==> config.mk <==
export PLATFORM = sky130hd
export DESIGN_NAME = positional_list_with_cursor
export DESIGN_NICKNAME = d
export VERILOG_FILES = /design/src/hdl/plc_pkg.sv /design/src/hdl/positional_list_with_cursor.sv
export SDC_FILE = /design/constraint.sdc
export NUM_CORES = 2
export LEC_CHECK = 0
export BUFFER_PORTS_ARGS = -buffer_cell sky130_fd_sc_hd__buf_2
export CELL_PAD_IN_SITES_DETAIL_PLACEMENT = 0
export CELL_PAD_IN_SITES_GLOBAL_PLACEMENT = 2
export CORE_UTILIZATION = 40
export CTS_CLUSTER_SIZE = 12
export DETAILED_ROUTE_END_ITERATION = 7
export PLACE_DENSITY_LB_ADDON = 0.12
export SYNTH_ARGS = -nofsm -noshare
export SYNTH_HDL_FRONTEND = slang
export SYNTH_SLANG_ARGS = --single-unit
==> constraint.sdc <==
create_clock -name clk -period 4.2 [get_ports clk]
set_input_delay 0 -clock clk [delete_from_list [all_inputs] [get_ports clk]]
set_output_delay 0 -clock clk [all_outputs]
set_load 0.02 [all_outputs]
==> src/hdl/plc_pkg.sv <==
// Package for the positional list with cursor: sizes, command and status codes.
`default_nettype none

package plc_pkg;

	localparam int CAPACITY = 64;
	localparam int DATA_W   = 32;
	localparam int IDX_W    = $clog2(CAPACITY);
	localparam int CNT_W    = 7;
	localparam int ACT_W    = 4;
	localparam int STAT_W   = 2;
	localparam int IN_TDATA_W  = 40;
	localparam int OUT_TDATA_W = 112;

	localparam logic [CNT_W-1:0] CAP_CNT = CNT_W'(CAPACITY);

	typedef enum logic [ACT_W-1:0] {
		ACT_APPEND       = 4'd0,
		ACT_REMOVE_AT    = 4'd1,
		ACT_REMOVE_FRONT = 4'd2,
		ACT_REMOVE_BACK  = 4'd3,
		ACT_FORWARD      = 4'd4,
		ACT_BACKWARD     = 4'd5,
		ACT_SELECT       = 4'd6,
		ACT_CLEAR        = 4'd7,
		ACT_QUERY        = 4'd8
	} action_t;

	typedef enum logic [STAT_W-1:0] {
		STAT_OK    = 2'd0,
		STAT_EMPTY = 2'd1,
		STAT_RANGE = 2'd2,
		STAT_FULL  = 2'd3
	} status_t;

endpackage

`default_nettype wire

==> src/hdl/positional_list_with_cursor.sv <==
// Top level of the positional list with cursor: command decode, entry memory, shift engine.
`default_nettype none

// Ordered list of up to 64 entries of 32 bits, kept packed from position 1 in a
// single-port-read, single-port-write synchronous memory, with a one-based cursor.
// One command is taken at a time and gives one result. For a command that does not
// remove an entry ahead of the last, the state is updated at the transfer, then three
// memory reads (cursor, front, back) go through the one read port in S_RD_CUR,
// S_RD_FRONT and S_RD_BACK, and S_DONE loads the result once the output register is
// free; the next command can be taken after that. A removal at position p of a list
// of n entries first moves the n-p following entries down one place, one entry per
// cycle through the read-then-write path. The result sits in an output register, so
// the next command is taken while it waits. After reset the block is ready at once;
// data read from entries beyond the count is replaced by zero in the result.
module positional_list_with_cursor
	import plc_pkg::*;
(
	input  wire logic                   clk,
	input  wire logic                   arst_n,
	// command side
	input  wire logic                   s_tvalid,
	output logic                        s_tready,
	// [6:0] position, [38:7] entry_data, [39] zero
	input  wire logic [IN_TDATA_W-1:0]  s_tdata,
	// [3:0] action
	input  wire logic [ACT_W-1:0]       s_tuser,
	// result side
	output logic                        m_tvalid,
	input  wire logic                   m_tready,
	// [1:0] status, [8:2] entry_count, [15:9] cursor_position,
	// [47:16] current_data, [79:48] front_data, [111:80] back_data
	output logic [OUT_TDATA_W-1:0]      m_tdata
);

	typedef enum logic [2:0] {
		S_IDLE,
		S_SHIFT,
		S_RD_CUR,
		S_RD_FRONT,
		S_RD_BACK,
		S_DONE
	} state_t;

	state_t             state_q;
	logic [CNT_W-1:0]   len_q;
	logic [CNT_W-1:0]   cur_q;
	status_t            status_q;
	logic [CNT_W-1:0]   k_q;
	logic [CNT_W-1:0]   end_q;
	logic               wr_v_s1;
	logic [IDX_W-1:0]   wr_a_s1;
	logic [DATA_W-1:0]  cur_data_q;
	logic [DATA_W-1:0]  front_data_q;
	logic               m_tvalid_q;
	logic [OUT_TDATA_W-1:0] m_tdata_q;

	logic [DATA_W-1:0]  mem_q [CAPACITY];
	logic [DATA_W-1:0]  rd_q;

	logic [CNT_W-1:0]   in_pos;
	logic [DATA_W-1:0]  in_data;
	logic               acc;

	logic [CNT_W-1:0]   nxt_len;
	logic [CNT_W-1:0]   nxt_cur;
	status_t            nxt_status;
	logic               app_we;
	logic               shift_go;
	logic [CNT_W-1:0]   rpos;
	logic               is_remove;

	logic               rd_en;
	logic [IDX_W-1:0]   rd_a;
	logic               mem_we;
	logic [IDX_W-1:0]   mem_wa;
	logic [DATA_W-1:0]  mem_wd;
	logic               out_free;

	assign in_pos   = s_tdata[CNT_W-1:0];
	assign in_data  = s_tdata[CNT_W+DATA_W-1:CNT_W];
	assign s_tready = (state_q == S_IDLE);
	assign acc      = s_tvalid & s_tready;
	assign m_tvalid = m_tvalid_q;
	assign m_tdata  = m_tdata_q;
	assign out_free = !m_tvalid_q || m_tready;

	// command decode against the current count and cursor
	always_comb begin
		nxt_len    = len_q;
		nxt_cur    = cur_q;
		nxt_status = STAT_OK;
		app_we     = 1'b0;
		shift_go   = 1'b0;
		is_remove  = 1'b0;
		rpos       = len_q;
		unique case (s_tuser)
			ACT_APPEND: begin
				if (len_q >= CAP_CNT) begin
					nxt_status = STAT_FULL;
				end else begin
					app_we  = 1'b1;
					nxt_len = len_q + CNT_W'(1);
					if (len_q == '0) nxt_cur = CNT_W'(1);
				end
			end
			ACT_REMOVE_AT: begin
				is_remove = 1'b1;
				rpos      = in_pos;
			end
			ACT_REMOVE_FRONT: begin
				is_remove = 1'b1;
				rpos      = CNT_W'(1);
			end
			ACT_REMOVE_BACK: begin
				is_remove = 1'b1;
				rpos      = len_q;
			end
			ACT_FORWARD: begin
				if (len_q == '0) nxt_status = STAT_EMPTY;
				else if (cur_q >= CNT_W'(1) && cur_q < len_q) nxt_cur = cur_q + CNT_W'(1);
				else nxt_cur = CNT_W'(1);
			end
			ACT_BACKWARD: begin
				if (len_q == '0) nxt_status = STAT_EMPTY;
				else if (cur_q > CNT_W'(1) && cur_q <= len_q) nxt_cur = cur_q - CNT_W'(1);
				else nxt_cur = len_q;
			end
			ACT_SELECT: begin
				if (len_q == '0) nxt_status = STAT_EMPTY;
				else if (in_pos == '0 || in_pos > len_q) nxt_status = STAT_RANGE;
				else nxt_cur = in_pos;
			end
			ACT_CLEAR: begin
				nxt_len = '0;
				nxt_cur = '0;
			end
			default: begin
			end
		endcase

		// removal shared by the three remove commands
		if (is_remove) begin
			if (len_q == '0) begin
				nxt_status = STAT_EMPTY;
			end else if (rpos == '0 || rpos > len_q) begin
				nxt_status = STAT_RANGE;
			end else begin
				nxt_len  = len_q - CNT_W'(1);
				shift_go = (rpos < len_q);
				if (rpos < cur_q) nxt_cur = cur_q - CNT_W'(1);
				else if (rpos == cur_q && rpos == len_q) nxt_cur = cur_q - CNT_W'(1);
				if (len_q == CNT_W'(1)) nxt_cur = '0;
			end
		end
	end

	// read port address: shift source, then cursor, front and back
	always_comb begin
		rd_en = 1'b0;
		rd_a  = '0;
		unique case (state_q)
			S_SHIFT: begin
				rd_en = (k_q < end_q);
				rd_a  = k_q[IDX_W-1:0];
			end
			S_RD_CUR: begin
				rd_en = 1'b1;
				rd_a  = IDX_W'(cur_q - CNT_W'(1));
			end
			S_RD_FRONT: begin
				rd_en = 1'b1;
				rd_a  = '0;
			end
			S_RD_BACK: begin
				rd_en = 1'b1;
				rd_a  = IDX_W'(len_q - CNT_W'(1));
			end
			default: begin
			end
		endcase
	end

	// write port: append at the transfer, or shifted entry one place down
	assign mem_we = (acc && app_we) || wr_v_s1;
	assign mem_wa = wr_v_s1 ? wr_a_s1 : len_q[IDX_W-1:0];
	assign mem_wd = wr_v_s1 ? rd_q : in_data;

	// entry memory
	always_ff @(posedge clk) begin
		if (mem_we) mem_q[mem_wa] <= mem_wd;
		if (rd_en) rd_q <= mem_q[rd_a];
	end

	// sequencer, list state and result register
	always_ff @(posedge clk or negedge arst_n) begin
		if (!arst_n) begin
			state_q      <= S_IDLE;
			len_q        <= '0;
			cur_q        <= '0;
			status_q     <= STAT_OK;
			k_q          <= '0;
			end_q        <= '0;
			wr_v_s1      <= 1'b0;
			wr_a_s1      <= '0;
			cur_data_q   <= '0;
			front_data_q <= '0;
			m_tvalid_q   <= 1'b0;
			m_tdata_q    <= '0;
		end else begin
			// result taken; S_DONE loads the next one itself
			if (m_tvalid_q && m_tready && state_q != S_DONE) m_tvalid_q <= 1'b0;
			unique case (state_q)
				S_IDLE: begin
					if (acc) begin
						len_q    <= nxt_len;
						cur_q    <= nxt_cur;
						status_q <= nxt_status;
						k_q      <= rpos;
						end_q    <= len_q;
						state_q  <= shift_go ? S_SHIFT : S_RD_CUR;
					end
				end
				S_SHIFT: begin
					if (k_q < end_q) begin
						k_q     <= k_q + CNT_W'(1);
						wr_v_s1 <= 1'b1;
						wr_a_s1 <= IDX_W'(k_q - CNT_W'(1));
					end else begin
						wr_v_s1 <= 1'b0;
						if (!wr_v_s1) state_q <= S_RD_CUR;
					end
				end
				S_RD_CUR: begin
					state_q <= S_RD_FRONT;
				end
				S_RD_FRONT: begin
					cur_data_q <= (cur_q == '0) ? '0 : rd_q;
					state_q    <= S_RD_BACK;
				end
				S_RD_BACK: begin
					front_data_q <= (len_q == '0) ? '0 : rd_q;
					state_q      <= S_DONE;
				end
				S_DONE: begin
					if (out_free) begin
						m_tvalid_q <= 1'b1;
						m_tdata_q  <= {((len_q == '0) ? DATA_W'(0) : rd_q), front_data_q,
							cur_data_q, cur_q, len_q, status_q};
						state_q    <= S_IDLE;
					end
				end
				default: begin
					state_q <= S_IDLE;
				end
			endcase
		end
	end

	// the cursor stays inside the list
	a_cur_in_list: assert property (@(posedge clk) disable iff (!arst_n)
		cur_q <= len_q)
		else $error("cursor beyond entry count");

	// empty list and zero cursor go together
	a_cur_zero: assert property (@(posedge clk) disable iff (!arst_n)
		(len_q == '0) == (cur_q == '0))
		else $error("cursor and count disagree on empty list");

	// no shifted write is still in flight when a command is taken
	a_no_pending: assert property (@(posedge clk) disable iff (!arst_n)
		s_tready |-> !wr_v_s1)
		else $error("command taken with shift write pending");

	// a removal that shifts entries shortens the list by exactly one
	a_remove_len: assert property (@(posedge clk) disable iff (!arst_n)
		(acc && shift_go) |=> (len_q == $past(len_q) - CNT_W'(1)))
		else $error("removal changed count wrongly");

endmodule

`default_nettype wire
* After elaboration in Yosys (flattened, before gate mapping)
Memory sizes are Yosys's and may differ from the RTL's. A register that Yosys moved wholly into a read port is not among the register bits.
Cells that the tools add are included.
** Operators by class
- Add/sub/neg operators :: 6
- Equality and inequality tests :: 21
- Bitwise operators :: 1
- Magnitude comparators :: 10
- Reductions and logical operators :: 26
- Muxes and demuxes :: 56
** Operator list (count)
- 7-bit two-way mux :: 20
- 32-bit two-way mux :: 3
- 7-bit case mux with 2 select lines :: 3
- 7-bit case mux with 5 select lines :: 1
- 7-bit logical NOT :: 4
- 7-bit less-than comparator :: 4
- 7-bit by 1-bit adder with 7-bit output (second input constant) :: 3
- 3-bit case mux with 6 select lines :: 1
- 6-bit case mux with 3 select lines :: 1
- 4-bit by 3-bit == test with 1-bit output (second input constant) :: 4
- 7-bit == test :: 2
- 7-bit greater-than comparator :: 2
- 2-bit two-way mux :: 7
- 7-bit by 1-bit subtractor with 7-bit output (second input constant) :: 2
- 1-bit two-way mux :: 13
- 3-bit two-way mux :: 4
- 4-bit by 2-bit == test with 1-bit output (second input constant) :: 2
- 2-bit inequality test (second input constant) :: 4
- 7-bit by 1-bit == test with 1-bit output (second input constant) :: 1
- 7-bit by 1-bit >= comparator with 1-bit output (second input constant) :: 1
- 7-bit >= comparator (second input constant) :: 1
- 7-bit by 1-bit greater-than comparator with 1-bit output (second input constant) :: 1
- 7-bit <= comparator :: 1
- 3-bit by 2-bit == test with 1-bit output (second input constant) :: 2
- 21 further kinds :: 33
** Storage, ports and cells
- Word-level logic and storage cells :: 133
- Bits in writable memories :: 2048
- Memories :: 1
- Flip-flop bits (word level) :: 217
- Output and inout bits :: 114
- Bits of input ports :: 48
** Memory list
- mem_q :: depth 64, width 32, read ports 1, clocked after Yosys merged registers in 1, wr ports 1, RTL line positional_list_with_cursor.sv:57 : logic [DATA_W-1:0] mem_q [CAPACITY];

* Logic depth before layout (Yosys ltp)
- Depth after elaboration :: 11
- Depth in mapped cells :: 15
- Mapped depth without buffers :: 12

* Worst setup path before layout
No wires, ideal clock.
- Kind :: register to register
- Start point :: register k_q[1]
- End point :: register rd_q[0], read port of mem_q (enable)
- Path slack :: 0.024 ns
- Period minus slack after synthesis :: 4.176 ns
- Library setup time :: 0.466 ns
- Path buffers :: 0
- Data required time :: 3.734 ns
- Stages on the path, launching flop included :: 9
- Data arrival time :: 3.711 ns
- Cell sequence :: dfrtp_1 > ha_1 > a21o_1 > a21o_1 > a21oi_1 > o21ai_0 > nor2_1 > nor2_1 > o21ai_0
** Between the ends
- Longest elaborated chain between the ends :: 2
- Elaborated cells between the ends (all ways) :: 3
- Those cells by class :: order compare (1); mux (2)
** Ends and longest elaborated chain
- start: declaration :: RTL line positional_list_with_cursor.sv:48 : logic [CNT_W-1:0] k_q;
- start signal: assignment :: RTL line positional_list_with_cursor.sv:218 : k_q <= rpos;
- start signal: assignment :: RTL line positional_list_with_cursor.sv:225 : k_q <= k_q + CNT_W'(1);
- 7-bit less-than comparator :: RTL line positional_list_with_cursor.sv:163 : rd_en = (k_q < end_q);
- 1-bit case mux with 2 select lines :: RTL line positional_list_with_cursor.sv:161 : unique case (state_q)
- net rd_en :: RTL line positional_list_with_cursor.sv:72 : logic rd_en;
- end: declaration :: RTL line positional_list_with_cursor.sv:58 : logic [DATA_W-1:0] rd_q;
The timed path passes the listed nets, and every way through them passes these cells.
A chain may end at the register's enable or synchronous reset.

* Final worst setup path
- Start point :: register state_q[0]
- End point :: register rd_q[28], read port of mem_q (data pin)
** Between the ends
- Longest elaborated chain between the ends :: 3
- Elaborated cells between the ends (all ways) :: 7
- Those cells by class :: eq/ne (4); mux (2); reduce/logical (1)
** Ends and longest elaborated chain
- start: declaration :: RTL line positional_list_with_cursor.sv:44 : state_t state_q;
- start signal: assignment :: RTL line positional_list_with_cursor.sv:220 : state_q <= shift_go ? S_SHIFT : S_RD_CUR;
- 3-bit == test / 3-bit by 2-bit == test with 1-bit output (equally long branches) :: RTL line positional_list_with_cursor.sv:161
- 3-bit OR reduction (no source line)
- 1-bit case mux with 2 select lines :: RTL line positional_list_with_cursor.sv:161
Parallel ways exist; a longest one is shown, timed or not.

==> results.txt <==
status -> finished clean
ys flop type -> edfxtp_1
Rows -> 176
fin crit share -> 97.3%
Slew @ Worst Pin -> 1300 ps
most frequent CP cell -> buf_12
top cells by count, synth -> edfxtp_1 (2080), nand2_1 (2070), nand3_1 (612)
number of max-cap violations -> 0
Mapped Cells -> 7262
vias per cell -> 5.65
R2R depth -> 12
Hold/Removal Path Class -> input port to register
Mean Syn Cell Area -> 12.8 sq um
drt drc -> 0
Rel. slew slack -> 13.5%
hold depth -> 3
Netlist cell types -> 80
initial antenna violation count -> 22
final setup fails -> 0
CP Data Required Time -> 4830 ps
Clk pwr share -> 20.1%
number of global-route vias before repair -> 59193
Place WS -> -472 ps
post-DP HPWL -> 189 mm
Die Span Y -> 484 um
WL per Instance -> 28.9 um
postcts setup bufs -> 0
FMAX -> 245 MHz
final hold viol count -> 0
most frequent cell after synthesis -> edfxtp_1
routability congestion estimate -> 0.855
Num CTS Buffers -> 241
Net Sw Power -> 44200 uW
cell area after layout -> 0.109 sq mm
gr ovfl total -> 0
crit path time final -> 4090 ps
Netlist Area Pre-Place -> 0.0928 sq mm
EDFF count, synth -> 2080
peak supply drop -> 0.769 mV
largest net degree at the start of global routing -> 114
net count after synthesis -> 7353
DR pass1 iterations -> 6
ys async rst share -> 9.45%
port buffer count -> 160
slowest cell on the critical path -> or4b_1
Power Density -> 921 mW/mm^2
synthesis-to-finish area growth -> 17.4%
startpoint type of the worst setup path -> register
crit path kind -> register to register
Worst EP arrival -> 4720 ps
Synth top area share -> 67.3%
crit-path cells -> buf_4 -> or4b_1 -> o211ai_4 -> buf_12 -> buf_12 -> buf_12 -> mux2_2 -> o22ai_2 -> a221oi_1 -> a22oi_1 -> o221ai_2 -> a211o_1
Yosys top cell by area -> edfxtp_1
All-Layer GR Usage -> 26.8%
crit end category -> register
Root Driver -> clkbuf_16
first-pass GRT wire length -> 449 mm
starting density of the core -> 40.3%
Synth warnings -> 0
Die Wd -> 484 um
final WL -> 317 mm
worst skew pair latency -> 900 ps
unrepaired setup endpoints after global routing -> no
post-route setup slack -> 114 ps
Routed Antenna Nets -> 0
post-synthesis register bit count -> 2297
Via Count -> 61870
Gate power share -> 49.1%
Synth area leaders -> edfxtp_1 (67%), nand2_1 (8.4%), dfrtp_1 (5.8%), nand3_1 (3.3%), mux2i_1 (1.6%)
H-tree levels -> 4
Flop pwr share -> 30.8%
fraction of layout cells with a size suffix above 1 -> 14.2%
fin nets -> 7822
Setup TNS -> 0 ps
CP peak stage delay -> 610 ps
Core Box Area -> 0.230 sq mm
Switching Share -> 44.0%
Worst Skew -> 59.9 ps
iteration-0 DRC count of the detailed router -> 5855
Clock Sinks -> 2297
Die ar. -> 0.234 sq mm
Int Power -> 56200 uW
CTS Buffer Depth -> 3
CTS tree -> yes
dpl cell area -> 0.101 sq mm
critical-path maximum fanout -> 53
LEAKAGE -> 0.0394 uW
IO Pins -> 162
Reg clk slew, reported paths -> 60 ps
register area share after synthesis -> 73.1%
fin. max-slew vios -> 0
through the flow:
stage               power, uW  std cells  utilization (%)  hold slack [ps]
finish                 100000      10956             47.3             62.0
global route           105000      10948             47.3             58.9
CTS                    101000      10945             47.3             35.1
detailed placement      80700      10479             43.9              152
global placement        80500      10478             43.9              163
floorplan               55300       7262                -             -296
sequential cells by signal, indices dropped and copies added (netlist names):
name / flops
end_q: 7
cur_q: 7
m_tdata: 112
front_data_q: 32
wr_v_s1: 1
k_q: 7
cur_data_q: 32
rd_q: 32
m_tvalid: 1
wr_a_s1: 6
state_q: 3
status_q: 2
mem_q: 2048
len_q: 7
power groups by stage:
| stage | Combinational [uW] | Clock (uW) | Sequential [uW] |
|---|---|---|---|
| floorplan | 24300 | 0 | 31100 |
| global placement | 49200 | 0 | 31300 |
| detailed placement | 49400 | 0 | 31400 |
| CTS | 49700 | 20600 | 30900 |
| global route | 52600 | 21400 | 31100 |
| finish | 49300 | 20200 | 30900 |
repair_timing:
item | 4_1_cts | 5_1_grt
resized for setup | 6 | 7
hold buffers | 35 | 0
endpoints found under the hold margin | 681 | 0
cloned | 0 | 0
endpoints found under the setup margin | 2 | 3
layer usage:
metal	wire length (um)	part of all wire, %	vias to the layer above	track usage, %
li1	-	-	27603	-
met1	138000	44	31812	37.2
met2	150000	47	2055	43.3
met3	19800	6.2	396	3.99
met4	9650	3.0	4	8.24
met5	27	0.0085	-	0
final cells by class:
| cell class | count | area [sq um] |
|---|---|---|
| Fill cell | 20524 | 121000 |
| Antenna cell | 11 | 27.5 |
| Clock inverter | 115 | 878 |
| Tap cell | 3026 | 3790 |
| Clock buffer | 316 | 6490 |
| Sequential cell | 2297 | 67900 |
| Inverter | 31 | 116 |
| Timing Repair Buffer | 690 | 6350 |
| Multi-Input combinational cell | 4470 | 23500 |
placed cells by master, fill, tap and decap left out, drive strengths merged, types with 34 or more instances in the layout:
cell / Yosys / layout
edfxtp: 2080 / 2080
mux2: 39 / 39
clkinv: 1 / 101
a32oi: 40 / 40
a31oi: 52 / 52
o21ai: 219 / 219
a21oi: 214 / 214
o2111ai: 43 / 43
nor2: 367 / 367
dfrtp: 217 / 217
nand3: 613 / 613
a221oi: 65 / 65
clkbuf: 201 / 316
ha: 43 / 43
nand4: 44 / 44
o221ai: 53 / 53
and3: 45 / 45
dlygate4sd3: 0 / 34
mux2i: 149 / 149
o22ai: 75 / 75
nand2: 2072 / 2072
buf: 263 / 656
inv: 30 / 38
logic make-up after synthesis:
kind of cell    Yosys count  share of synthesized area, %
compound gates          952                          6.93
simple gates           3277                          14.8
flops                  2297                          73.1
fa+ha+maj                43                         0.579
xor+xnor                 10                        0.0943
mux                     188                          2.08
buf+inv                 495                          2.43
worst paths after layout:
path                                              start                       to  slack, ps
max in group asynchronous                        arst_n   m_tdata[3]$_DFFE_PN0P_       3280
worst min register to register  status_q[0]$_DFFE_PN0P_   m_tdata[0]$_DFFE_PN0P_        450
worst max register to register   state_q[0]$_DFFE_PN0P_       rd_q[28]$_DFFE_PP_        110
min in group asynchronous                        arst_n  m_tdata[29]$_DFFE_PN0P_        340
worst max-delay path             state_q[0]$_DFFE_PN0P_       rd_q[28]$_DFFE_PP_        110
worst min-delay path                        s_tdata[38]  mem_q[28][31]$_DFFE_PP_         60
critical path, delay by kind of cell, from the launching register on:
family | cells | cell delay, ps
flip-flops | 1 | 490
AND/OR/NAND/NOR | 1 | 610
multiplexers | 1 | 430
AO/OA/AOI/OAI | 6 | 1290
buffers and inverters | 4 | 950
Power figures use the tool's default switching activity.
